<file path="config.mk">
export PLATFORM = sky130hd
export DESIGN_NAME = indexed_max_heap_queue_top
export DESIGN_NICKNAME = d
export VERILOG_FILES = /design/src/rtl/imhq_pkg.sv /design/src/rtl/imhq_ram.sv /design/src/rtl/imhq_ctrl.sv /design/src/rtl/imhq_dp.sv /design/src/rtl/indexed_max_heap_queue_top.sv
export SDC_FILE = /design/constraint.sdc
export NUM_CORES = 2
export LEC_CHECK = 0
export BUFFER_PORTS_ARGS = -buffer_cell sky130_fd_sc_hd__buf_2
export CORE_UTILIZATION = 65
export DETAILED_ROUTE_END_ITERATION = 8
export PLACE_DENSITY = 0.81
export SLEW_MARGIN = 20
export SYNTH_ARGS = -nofsm -noshare
export SYNTH_HDL_FRONTEND = slang
export SYNTH_SLANG_ARGS = --single-unit
</file>
<file path="constraint.sdc">
create_clock -name clk_i -period 11.9 [get_ports clk_i]
set_input_delay 0.595 -clock clk_i [delete_from_list [all_inputs] [get_ports clk_i]]
set_output_delay 0.595 -clock clk_i [all_outputs]
set_load 0.005 [all_outputs]
</file>
<file path="src/rtl/imhq_pkg.sv">
`timescale 1ns / 1ps
// ----------------------------------------------------------------------------
// imhq_pkg
// Shared sizes, codes and controller/datapath interface types for the
// indexed max-heap queue.
// ----------------------------------------------------------------------------
package imhq_pkg;

  localparam int unsigned CAPACITY = 64;
  localparam int unsigned SLOT_W   = 6;   // log2(CAPACITY)
  localparam int unsigned CNT_W    = 7;   // holds 0..CAPACITY
  localparam int unsigned KEY_W    = 16;

  typedef enum logic [1:0] {
    CMD_INSERT  = 2'd0,
    CMD_DEL_MAX = 2'd1,
    CMD_CHANGE  = 2'd2,
    CMD_DELETE  = 2'd3
  } cmd_e;

  typedef enum logic [1:0] {
    ST_OK    = 2'd0,
    ST_EMPTY = 2'd1,
    ST_FULL  = 2'd2,
    ST_DEAD  = 2'd3
  } status_e;

  typedef enum logic [3:0] {
    S_IDLE,
    S_DECODE,
    S_TOP,
    S_POS,
    S_LAST,
    S_DN_RD,
    S_DN_RR,
    S_DN_CMP,
    S_UP_RD,
    S_UP_CMP,
    S_WRITE,
    S_FIN
  } state_e;

  typedef enum logic [3:0] {
    OP_NONE,
    OP_LOAD,
    OP_ERR,
    OP_ALLOC,
    OP_RD_TOP,
    OP_TAKE_TOP,
    OP_TAKE_POS,
    OP_FREE_POS,
    OP_TAKE_LAST,
    OP_RD_LEFT,
    OP_RD_RIGHT,
    OP_DN_STEP,
    OP_RD_PARENT,
    OP_UP_STEP,
    OP_WRITE,
    OP_PUBLISH
  } dp_op_e;

  typedef struct packed {
    dp_op_e  op;
    status_e err;
  } dp_cmd_t;

  typedef struct packed {
    cmd_e cmd;
    logic full;
    logic empty;
    logic dead;
    logic is_last;
    logic dn_stop;
    logic dn_done;
    logic up_top;
    logic up_done;
    logic out_busy;
  } dp_stat_t;

endpackage

</file>
<file path="src/rtl/imhq_ram.sv">
`timescale 1ns / 1ps
// ----------------------------------------------------------------------------
// imhq_ram
// Generic simple dual-port RAM: one write port, one read port, registered
// read data.
// ----------------------------------------------------------------------------
module imhq_ram #(
  parameter int unsigned Width = 8,
  parameter int unsigned Depth = 64
) (
  input  logic                       clk_i,
  input  logic                       we_i,
  input  logic [$clog2(Depth)-1:0]   waddr_i,
  input  logic [Width-1:0]           wdata_i,
  input  logic [$clog2(Depth)-1:0]   raddr_i,
  output logic [Width-1:0]           rdata_o
);

  logic [Width-1:0] mem_q [Depth];
  logic [Width-1:0] rdata_q;

  always_ff @(posedge clk_i) begin
    if (we_i) begin
      mem_q[waddr_i] <= wdata_i;
    end
    rdata_q <= mem_q[raddr_i];
  end

  assign rdata_o = rdata_q;

endmodule

</file>
<file path="src/rtl/imhq_ctrl.sv">
`timescale 1ns / 1ps
// ----------------------------------------------------------------------------
// imhq_ctrl
// Command sequencer: decodes each item and walks the datapath through the
// lookups, the sift-down and sift-up loops and the final write-back.
// ----------------------------------------------------------------------------
module imhq_ctrl import imhq_pkg::*; (
  input  logic     clk_i,
  input  logic     rst_ni,
  input  logic     in_valid_i,
  output logic     in_ready_o,
  input  dp_stat_t stat_i,
  output dp_cmd_t  cmd_o
);

  state_e state_q, state_d;

  always_ff @(posedge clk_i or negedge rst_ni) begin
    if (!rst_ni) begin
      state_q <= S_IDLE;
    end else begin
      state_q <= state_d;
    end
  end

  // next state
  always_comb begin
    state_d = state_q;
    case (state_q)
      S_IDLE: begin
        if (in_valid_i) state_d = S_DECODE;
      end
      S_DECODE: begin
        case (stat_i.cmd)
          CMD_INSERT:  state_d = stat_i.full  ? S_FIN : S_UP_RD;
          CMD_DEL_MAX: state_d = stat_i.empty ? S_FIN : S_TOP;
          default:     state_d = stat_i.dead  ? S_FIN : S_POS;
        endcase
      end
      S_TOP:    state_d = S_LAST;
      S_POS:    state_d = (stat_i.cmd == CMD_CHANGE) ? S_DN_RD : S_LAST;
      S_LAST:   state_d = stat_i.is_last ? S_FIN : S_DN_RD;
      S_DN_RD:  state_d = stat_i.dn_stop ? S_UP_RD : S_DN_RR;
      S_DN_RR:  state_d = S_DN_CMP;
      S_DN_CMP: state_d = stat_i.dn_done ? S_UP_RD : S_DN_RD;
      S_UP_RD:  state_d = stat_i.up_top ? S_WRITE : S_UP_CMP;
      S_UP_CMP: state_d = stat_i.up_done ? S_WRITE : S_UP_RD;
      S_WRITE:  state_d = S_FIN;
      S_FIN: begin
        if (!stat_i.out_busy) state_d = S_IDLE;
      end
      default:  state_d = S_IDLE;
    endcase
  end

  // outputs
  always_comb begin
    cmd_o.op   = OP_NONE;
    cmd_o.err  = ST_OK;
    in_ready_o = 1'b0;
    case (state_q)
      S_IDLE: begin
        in_ready_o = 1'b1;
        if (in_valid_i) cmd_o.op = OP_LOAD;
      end
      S_DECODE: begin
        case (stat_i.cmd)
          CMD_INSERT: begin
            if (stat_i.full) begin
              cmd_o.op  = OP_ERR;
              cmd_o.err = ST_FULL;
            end else begin
              cmd_o.op = OP_ALLOC;
            end
          end
          CMD_DEL_MAX: begin
            if (stat_i.empty) begin
              cmd_o.op  = OP_ERR;
              cmd_o.err = ST_EMPTY;
            end else begin
              cmd_o.op = OP_RD_TOP;
            end
          end
          default: begin
            if (stat_i.dead) begin
              cmd_o.op  = OP_ERR;
              cmd_o.err = ST_DEAD;
            end
          end
        endcase
      end
      S_TOP:    cmd_o.op = OP_TAKE_TOP;
      S_POS:    cmd_o.op = (stat_i.cmd == CMD_CHANGE) ? OP_TAKE_POS : OP_FREE_POS;
      S_LAST:   cmd_o.op = OP_TAKE_LAST;
      S_DN_RD:  cmd_o.op = stat_i.dn_stop ? OP_NONE : OP_RD_LEFT;
      S_DN_RR:  cmd_o.op = OP_RD_RIGHT;
      S_DN_CMP: cmd_o.op = OP_DN_STEP;
      S_UP_RD:  cmd_o.op = stat_i.up_top ? OP_NONE : OP_RD_PARENT;
      S_UP_CMP: cmd_o.op = OP_UP_STEP;
      S_WRITE:  cmd_o.op = OP_WRITE;
      S_FIN:    cmd_o.op = stat_i.out_busy ? OP_NONE : OP_PUBLISH;
      default:  cmd_o.op = OP_NONE;
    endcase
  end

endmodule

</file>
<file path="src/rtl/imhq_dp.sv">
`timescale 1ns / 1ps
// ----------------------------------------------------------------------------
// imhq_dp
// Heap datapath: slot/key/position memories, live flags, fill count, the
// moving entry and the result register.
// ----------------------------------------------------------------------------
module imhq_dp import imhq_pkg::*; (
  input  logic              clk_i,
  input  logic              rst_ni,
  input  dp_cmd_t           cmd_i,
  output dp_stat_t          stat_o,
  input  logic [1:0]        cmd_in_i,
  input  logic [KEY_W-1:0]  key_in_i,
  input  logic [SLOT_W-1:0] handle_in_i,
  output logic              out_valid_o,
  input  logic              out_ready_i,
  output logic [1:0]        status_o,
  output logic [SLOT_W-1:0] out_handle_o,
  output logic [KEY_W-1:0]  out_key_o,
  output logic [CNT_W-1:0]  entry_total_o
);

  // latched item
  cmd_e              cmd_q;
  logic [KEY_W-1:0]  key_q;
  logic [SLOT_W-1:0] hin_q;

  // moving entry (the hole walks, the entry is written once at the end)
  logic [SLOT_W-1:0] cur_h_q, cur_h_d;
  logic [KEY_W-1:0]  cur_k_q, cur_k_d;
  logic [SLOT_W-1:0] cur_slot_q, cur_slot_d;
  logic [SLOT_W-1:0] rm_slot_q, rm_slot_d;
  logic [SLOT_W-1:0] lh_q;
  logic [KEY_W-1:0]  lk_q;

  logic [CNT_W-1:0]    fill_q, fill_d;
  logic [CAPACITY-1:0] live_q, live_d;

  status_e           res_status_q, res_status_d;
  logic [SLOT_W-1:0] res_h_q, res_h_d;
  logic [KEY_W-1:0]  res_k_q, res_k_d;

  logic              out_valid_q;
  status_e           out_status_q;
  logic [SLOT_W-1:0] out_h_q;
  logic [KEY_W-1:0]  out_k_q;
  logic [CNT_W-1:0]  out_total_q;

  // memories
  logic              heap_we;
  logic [SLOT_W-1:0] heap_waddr, heap_raddr;
  logic [SLOT_W-1:0] ord_wdata, ord_rdata;
  logic [KEY_W-1:0]  key_wdata, key_rdata;
  logic              pos_we;
  logic [SLOT_W-1:0] pos_waddr, pos_wdata, pos_rdata;

  imhq_ram #(.Width(SLOT_W), .Depth(CAPACITY)) u_ord_ram (
    .clk_i, .we_i(heap_we), .waddr_i(heap_waddr), .wdata_i(ord_wdata),
    .raddr_i(heap_raddr), .rdata_o(ord_rdata)
  );

  imhq_ram #(.Width(KEY_W), .Depth(CAPACITY)) u_key_ram (
    .clk_i, .we_i(heap_we), .waddr_i(heap_waddr), .wdata_i(key_wdata),
    .raddr_i(heap_raddr), .rdata_o(key_rdata)
  );

  imhq_ram #(.Width(SLOT_W), .Depth(CAPACITY)) u_pos_ram (
    .clk_i, .we_i(pos_we), .waddr_i(pos_waddr), .wdata_i(pos_wdata),
    .raddr_i(hin_q), .rdata_o(pos_rdata)
  );

  // lowest free handle
  logic [SLOT_W-1:0] free_h;
  always_comb begin
    free_h = '0;
    for (int i = CAPACITY - 1; i >= 0; i--) begin
      if (!live_q[i]) free_h = SLOT_W'(i);
    end
  end

  // tree addressing
  logic [CNT_W-1:0]  fill_m1;
  logic [SLOT_W-1:0] last_slot;
  logic [CNT_W-1:0]  left_w;
  logic [CNT_W:0]    right_w;
  logic [SLOT_W-1:0] parent;
  logic              right_ok, use_right;
  logic [SLOT_W-1:0] nxt_slot, nxt_h;
  logic [KEY_W-1:0]  nxt_k;
  logic              dn_done, up_done;

  assign fill_m1   = fill_q - CNT_W'(1);
  assign last_slot = fill_m1[SLOT_W-1:0];
  assign left_w    = {cur_slot_q, 1'b1};
  assign right_w   = {1'b0, left_w} + (CNT_W+1)'(1);
  assign parent    = (cur_slot_q - SLOT_W'(1)) >> 1;

  // right child's entry is on the read port during the compare cycle
  assign right_ok  = right_w < {1'b0, fill_q};
  assign use_right = right_ok && (key_rdata > lk_q);
  assign nxt_slot  = use_right ? right_w[SLOT_W-1:0] : left_w[SLOT_W-1:0];
  assign nxt_h     = use_right ? ord_rdata : lh_q;
  assign nxt_k     = use_right ? key_rdata : lk_q;
  assign dn_done   = cur_k_q >= nxt_k;
  assign up_done   = cur_k_q <= key_rdata;

  always_comb begin
    stat_o.cmd      = cmd_q;
    stat_o.full     = fill_q == CNT_W'(CAPACITY);
    stat_o.empty    = fill_q == '0;
    stat_o.dead     = !live_q[hin_q];
    stat_o.is_last  = rm_slot_q == last_slot;
    stat_o.dn_stop  = left_w >= fill_q;
    stat_o.dn_done  = dn_done;
    stat_o.up_top   = cur_slot_q == '0;
    stat_o.up_done  = up_done;
    stat_o.out_busy = out_valid_q && !out_ready_i;
  end

  always_comb begin
    cur_h_d      = cur_h_q;
    cur_k_d      = cur_k_q;
    cur_slot_d   = cur_slot_q;
    rm_slot_d    = rm_slot_q;
    fill_d       = fill_q;
    live_d       = live_q;
    res_status_d = res_status_q;
    res_h_d      = res_h_q;
    res_k_d      = res_k_q;
    heap_raddr   = '0;
    heap_we      = 1'b0;
    heap_waddr   = cur_slot_q;
    ord_wdata    = cur_h_q;
    key_wdata    = cur_k_q;
    pos_we       = 1'b0;
    pos_waddr    = cur_h_q;
    pos_wdata    = cur_slot_q;
    case (cmd_i.op)
      OP_LOAD: begin
        res_status_d = ST_OK;
        res_h_d      = '0;
        res_k_d      = '0;
      end
      OP_ERR: res_status_d = cmd_i.err;
      OP_ALLOC: begin
        cur_h_d        = free_h;
        cur_k_d        = key_q;
        cur_slot_d     = fill_q[SLOT_W-1:0];
        live_d[free_h] = 1'b1;
        fill_d         = fill_q + CNT_W'(1);
        res_h_d        = free_h;
      end
      OP_RD_TOP: heap_raddr = '0;
      OP_TAKE_TOP: begin
        res_h_d           = ord_rdata;
        res_k_d           = key_rdata;
        live_d[ord_rdata] = 1'b0;
        rm_slot_d         = '0;
        heap_raddr        = last_slot;
      end
      OP_TAKE_POS: begin
        cur_h_d    = hin_q;
        cur_k_d    = key_q;
        cur_slot_d = pos_rdata;
      end
      OP_FREE_POS: begin
        live_d[hin_q] = 1'b0;
        rm_slot_d     = pos_rdata;
        heap_raddr    = last_slot;
      end
      OP_TAKE_LAST: begin
        fill_d     = fill_m1;
        cur_h_d    = ord_rdata;
        cur_k_d    = key_rdata;
        cur_slot_d = rm_slot_q;
      end
      OP_RD_LEFT:  heap_raddr = left_w[SLOT_W-1:0];
      OP_RD_RIGHT: heap_raddr = right_w[SLOT_W-1:0];
      OP_DN_STEP: begin
        if (!dn_done) begin
          // larger child moves up into the hole
          heap_we    = 1'b1;
          ord_wdata  = nxt_h;
          key_wdata  = nxt_k;
          pos_we     = 1'b1;
          pos_waddr  = nxt_h;
          cur_slot_d = nxt_slot;
        end
      end
      OP_RD_PARENT: heap_raddr = parent;
      OP_UP_STEP: begin
        if (!up_done) begin
          // parent moves down into the hole
          heap_we    = 1'b1;
          ord_wdata  = ord_rdata;
          key_wdata  = key_rdata;
          pos_we     = 1'b1;
          pos_waddr  = ord_rdata;
          cur_slot_d = parent;
        end
      end
      OP_WRITE: begin
        heap_we = 1'b1;
        pos_we  = 1'b1;
      end
      default: ;
    endcase
  end

  always_ff @(posedge clk_i or negedge rst_ni) begin
    if (!rst_ni) begin
      fill_q      <= '0;
      live_q      <= '0;
      out_valid_q <= 1'b0;
    end else begin
      fill_q <= fill_d;
      live_q <= live_d;
      if (cmd_i.op == OP_PUBLISH) begin
        out_valid_q <= 1'b1;
      end else if (out_ready_i) begin
        out_valid_q <= 1'b0;
      end
    end
  end

  always_ff @(posedge clk_i) begin
    if (cmd_i.op == OP_LOAD) begin
      cmd_q <= cmd_e'(cmd_in_i);
      key_q <= key_in_i;
      hin_q <= handle_in_i;
    end
    if (cmd_i.op == OP_RD_RIGHT) begin
      lh_q <= ord_rdata;
      lk_q <= key_rdata;
    end
    if (cmd_i.op == OP_PUBLISH) begin
      out_status_q <= res_status_q;
      out_h_q      <= res_h_q;
      out_k_q      <= res_k_q;
      out_total_q  <= fill_q;
    end
    cur_h_q      <= cur_h_d;
    cur_k_q      <= cur_k_d;
    cur_slot_q   <= cur_slot_d;
    rm_slot_q    <= rm_slot_d;
    res_status_q <= res_status_d;
    res_h_q      <= res_h_d;
    res_k_q      <= res_k_d;
  end

  assign out_valid_o   = out_valid_q;
  assign status_o      = out_status_q;
  assign out_handle_o  = out_h_q;
  assign out_key_o     = out_k_q;
  assign entry_total_o = out_total_q;

  a_fill_bound: assert property (@(posedge clk_i) disable iff (!rst_ni)
    fill_q <= CNT_W'(CAPACITY))
    else $error("fill count above capacity");

  a_live_count: assert property (@(posedge clk_i) disable iff (!rst_ni)
    cmd_i.op == OP_PUBLISH |-> $countones(live_q) == int'(fill_q))
    else $error("live handles disagree with fill count");

  a_pub_only: assert property (@(posedge clk_i) disable iff (!rst_ni)
    $rose(out_valid_q) |-> $past(cmd_i.op == OP_PUBLISH))
    else $error("result raised without publish");

  a_no_overwrite: assert property (@(posedge clk_i) disable iff (!rst_ni)
    cmd_i.op == OP_PUBLISH |-> !(out_valid_q && !out_ready_i))
    else $error("result overwritten while stalled");

endmodule

</file>
<file path="src/rtl/indexed_max_heap_queue_top.sv">
`timescale 1ns / 1ps
// ----------------------------------------------------------------------------
// indexed_max_heap_queue_top
// Indexed max-priority queue (binary heap, stable handles), 64 entries.
// ----------------------------------------------------------------------------
// Input channel: in_valid_i/in_ready_o carry cmd_i, key_i, handle_i. Output
// channel: out_valid_o/out_ready_i carry status_o, out_handle_o, out_key_o,
// entry_total_o. Every item yields exactly one result item.
// One item is worked at a time; in_ready_o is high only while idle.
// Each level walked down or up the heap (at most 6 levels each way) costs
// one read of the single-read-port heap memories (plus one for the second
// child on the way down) before its compare; an error skips the walk.
// Reset empties the queue (all handles free, count zero); the memories
// need no clearing pass. A finished result sits in the output register; a
// new item may be accepted while it waits, and that item's result is held
// back until the receiver has taken the previous one.
// ----------------------------------------------------------------------------
module indexed_max_heap_queue_top import imhq_pkg::*; (
  input  logic              clk_i,
  input  logic              rst_ni,
  input  logic              in_valid_i,
  output logic              in_ready_o,
  input  logic [1:0]        cmd_i,
  input  logic [KEY_W-1:0]  key_i,
  input  logic [SLOT_W-1:0] handle_i,
  output logic              out_valid_o,
  input  logic              out_ready_i,
  output logic [1:0]        status_o,
  output logic [SLOT_W-1:0] out_handle_o,
  output logic [KEY_W-1:0]  out_key_o,
  output logic [CNT_W-1:0]  entry_total_o
);

  dp_cmd_t  dp_cmd;
  dp_stat_t dp_stat;

  imhq_ctrl u_ctrl (
    .clk_i,
    .rst_ni,
    .in_valid_i,
    .in_ready_o,
    .stat_i (dp_stat),
    .cmd_o  (dp_cmd)
  );

  imhq_dp u_dp (
    .clk_i,
    .rst_ni,
    .cmd_i         (dp_cmd),
    .stat_o        (dp_stat),
    .cmd_in_i      (cmd_i),
    .key_in_i      (key_i),
    .handle_in_i   (handle_i),
    .out_valid_o,
    .out_ready_i,
    .status_o,
    .out_handle_o,
    .out_key_o,
    .entry_total_o
  );

endmodule
</file>
==> results_dict.tcl <==
set metrics [dict create \
    yosysWarnings 0 \
    area_growth_syn_to_layout_pct 10.8 \
    portBuffers 60 \
    fillers 7316 \
    hp-class "input pin to register" \
    cpMaxStageDelayCell "a222oi_1" \
    die_y_um 360 \
    synth_top_family_by_area "compound AO/OA/AOI/OAI gates" \
    synth_top_area_share 0.696 \
    hpwl_mm 134 \
    antenna_found_initial 15 \
    status "completed" \
    fin_skew_ps 61.9 \
    startpoint "u_dp.cur_slot_q[0]" \
    fin_cells 7604 \
    syn_nets 5875 \
    max_slew_margin 0.158 \
    cpPeakStageDelay_ps 1130 \
    gp_congestion 0.985 \
    worstReg2RegStart "u_dp.cur_slot_q[0]" \
    synth_edf_count 1927 \
    ys_seq_area_frac 0.726 \
    met1_usage 0.494 \
    path_depth 21 \
    cp.arrival_ps 9520 \
    grt_pass1_vias 52700 \
    wl_per_cell_um 31.3 \
    rows 130 \
    track_usage 0.366 \
    path_buf_inv 3 \
    avgSynthCellArea_um2 14.4 \
    num_io_pins 61 \
    drive_gt1_frac 0.117 \
    leakagePower_nw 30.5 \
    cts_tree "yes" \
    synth_compound_area_frac 0.107 \
    htreeDepth 4 \
    power.density_nw_per_um2 266 \
    fin_ws_ps 2840 \
    setup_viol 0 \
    post-route-min-period_ps 9060 \
    synth_area_um2 83100 \
    numCtsBuffers 190 \
    synth_top_cell_by_area "edfxtp_1" \
    ys_top_cells_by_area "edfxtp_1 (70%), nand2_1 (3.8%), mux4_2 (2.4%)" \
    rsz0062_at_grt "false" \
    hold_viol 0 \
    ant_nets 0 \
    crit_top_cell "ha_1" \
    worstPathCellList "buf_4, clkinv_1, ha_1, ha_1, nand3b_1, a21oi_1, o211ai_1, o211ai_1, buf_4, nor2_1, a21oi_1, ha_1, a2111oi_0, nand2_1, a41oi_1, o21ai_1, o21ai_1, nand3_1, a222oi_1, nand4b_1, nor2_1" \
    drv_slew 0 \
    worstSkewPairLatency_ps 850 \
    final_cell_mix "edfxtp_1 (1,927), nand2_1 (839), nand3_1 (322)" \
    min_from "in_valid_i" \
    layout_commonest_cell "edfxtp_1" \
    dp.cells 7220 \
    r2r_slack_ps 2840 \
    finalCritPeriodShare 0.762 \
    crit_family "simple AND/OR/NAND/NOR gates" \
    async_flop_share 0.0374 \
    worstMarginPinSlew_ps 1260 \
    grt-ovfl-total 0 \
    grt.met3_usage 0.0800 \
    rr_worst_depth 21 \
    synthDistinctLibCells 88 \
    critPathRequiredTime_ps 12350 \
    power.total_mw 24.5 \
    final_util 0.730 \
    timing.fmax_mhz 110 \
    die_x_um 360 \
    dp_slack_ps 3060 \
    fin_nets 5879 \
    synth.mux.area_fraction 0.0320 \
    wirelength_mm 238 \
    first_pass_iters 9 \
    worstSetupPathType "register to register" \
    viasPerCell 7.29 \
    start_util 0.658 \
    dr_total_vias 55400 \
    grt_max_degree 194 \
    cts_buffer_depth 3 \
    cts_resized 0 \
    clkSlewWorstSetupHoldPaths_ps 60 \
    drc 0 \
    critical_path_peak_fanout 73 \
    max-cap-violations 0 \
    root_buffer "clkbuf_16" \
    drtIter0Drc 9917 \
    synth-simple-area-share 0.0995 \
    grt_pass1_wl_mm 349 \
    dieArea_um2 129000 \
    synth_ff_type "edfxtp_1" \
    setup_tns_ps 0 \
    cts.sinks 2031 \
    syn_inst 5783 \
    whs_path_depth 3 \
    ys_ff_latch 2031 \
    synth-xor-area-share 0.00274 \
    end_kind "register" \
    ir_drop_mv 0.332 \
    synthAdderAreaFrac 0.00964 \
    grt-busiest-layer "met2" \
    gr-usage-met2 0.565 \
    cp-start-kind "register" \
    core_um2 126000 \
]
-- final cells by class --
class                      instances  area [um2]  share of cell area
tap                             1650        2060              0.0224
inverter                          81         304             0.00330
clock inverter                   116        1450              0.0157
antenna                            8        20.0            0.000217
clock buffer                     235        5080              0.0551
timing repair buffer             205        1550              0.0168
multi-input combinational       3278       21300               0.232
sequential                      2031       60300               0.655
-- worst min-delay path: stages --
cell	delay, ps
buf_2	160
inv_1	60
a221oi_1	70
-- routing by layer --
metal / wire length (um) / up-vias / share of wire
li1: - / 22800 / -
met1: 84000 / 27300 / 0.35
met2: 110000 / 4600 / 0.46
met3: 29000 / 789 / 0.12
met4: 14400 / 20 / 0.061
met5: 131 / - / 0.00055
-- synthesized netlist by cell type (24+ instances only) --
library cell  instances
nor3_1               27
clkbuf_1            258
dfrtp_1              76
nand4_1              64
buf_2                94
and2_1               24
nand3_1             324
and3_1               99
edfxtp_1           1927
a21oi_1             224
dfxtp_1              28
ha_1                 64
or3_1                31
nor2_1              250
o21ai_0             142
buf_1                29
inv_1                79
mux4_2               90
a22oi_1             179
a311oi_1             92
a22o_1               54
mux2i_1              61
a32oi_1              45
a221oi_1            210
a31oi_1             119
nand2_1             840
-- state kept, by name (all words and copies together) (netlist names), 4 cells and up --
register / cells
u_dp.lk_q: 16
u_dp.u_key_ram.rdata_o: 16
u_ctrl.state_q: 4
u_dp.u_pos_ram.rdata_o: 6
u_dp.hin_q: 6
u_dp.out_handle_o: 6
u_dp.u_key_ram.mem_q: 1024
u_dp.lh_q: 6
u_dp.rm_slot_q: 6
u_dp.cur_h_q: 6
u_dp.key_q: 16
u_dp.live_q: 64
u_dp.u_ord_ram.rdata_o: 6
u_dp.cur_k_q: 16
u_dp.out_key_o: 16
u_dp.entry_total_o: 7
u_dp.cur_slot_q: 6
u_dp.u_ord_ram.mem_q: 384
u_dp.u_pos_ram.mem_q: 384
u_dp.fill_q: 7
u_dp.res_k_q: 16
u_dp.res_h_q: 6
-- stage by stage --
step / instance area (um2) / hold slack, ps
final: 92100 / 134
after global routing: 92100 / 157
after CTS: 92000 / 77.4
after detailed placement: 85200 / 405
after global placement: 85100 / 405
after floorplan: 83100 / 299
-- logic make-up after synthesis --
group	after synthesis
flops	2031
mux	153
compound gates	1236
xor+xnor	26
simple gates	1799
buf+inv	474
fa+ha+maj	64
-- where the power goes --
group | internal (mW) | total [mW] | switching (mW) | leakage (nW)
clock network | 3.63 | 6.34 | 2.70 | 3.15
logic | 2.09 | 8.51 | 6.42 | 8.72
registers | 9.36 | 9.63 | 0.269 | 18.7
-- path summary, 6_finish.rpt --
path | to
min reg2reg | u_dp.out_handle_o[1]
max reg2reg | u_dp.u_pos_ram.mem_q[34][0]
max | u_dp.u_pos_ram.mem_q[34][0]
min | u_ctrl.state_q[0]
max in group asynchronous | u_dp.fill_q[1]
min in group asynchronous | u_dp.live_q[20]
-- timing repair --
item                                    4_1_cts  5_1_grt
buffers inserted                              0        0
hold buffers                                 25        0
hold endpoints to repair                     93        0
endpoints found under the setup margin        0        0
Power figures use the tool's default switching activity.
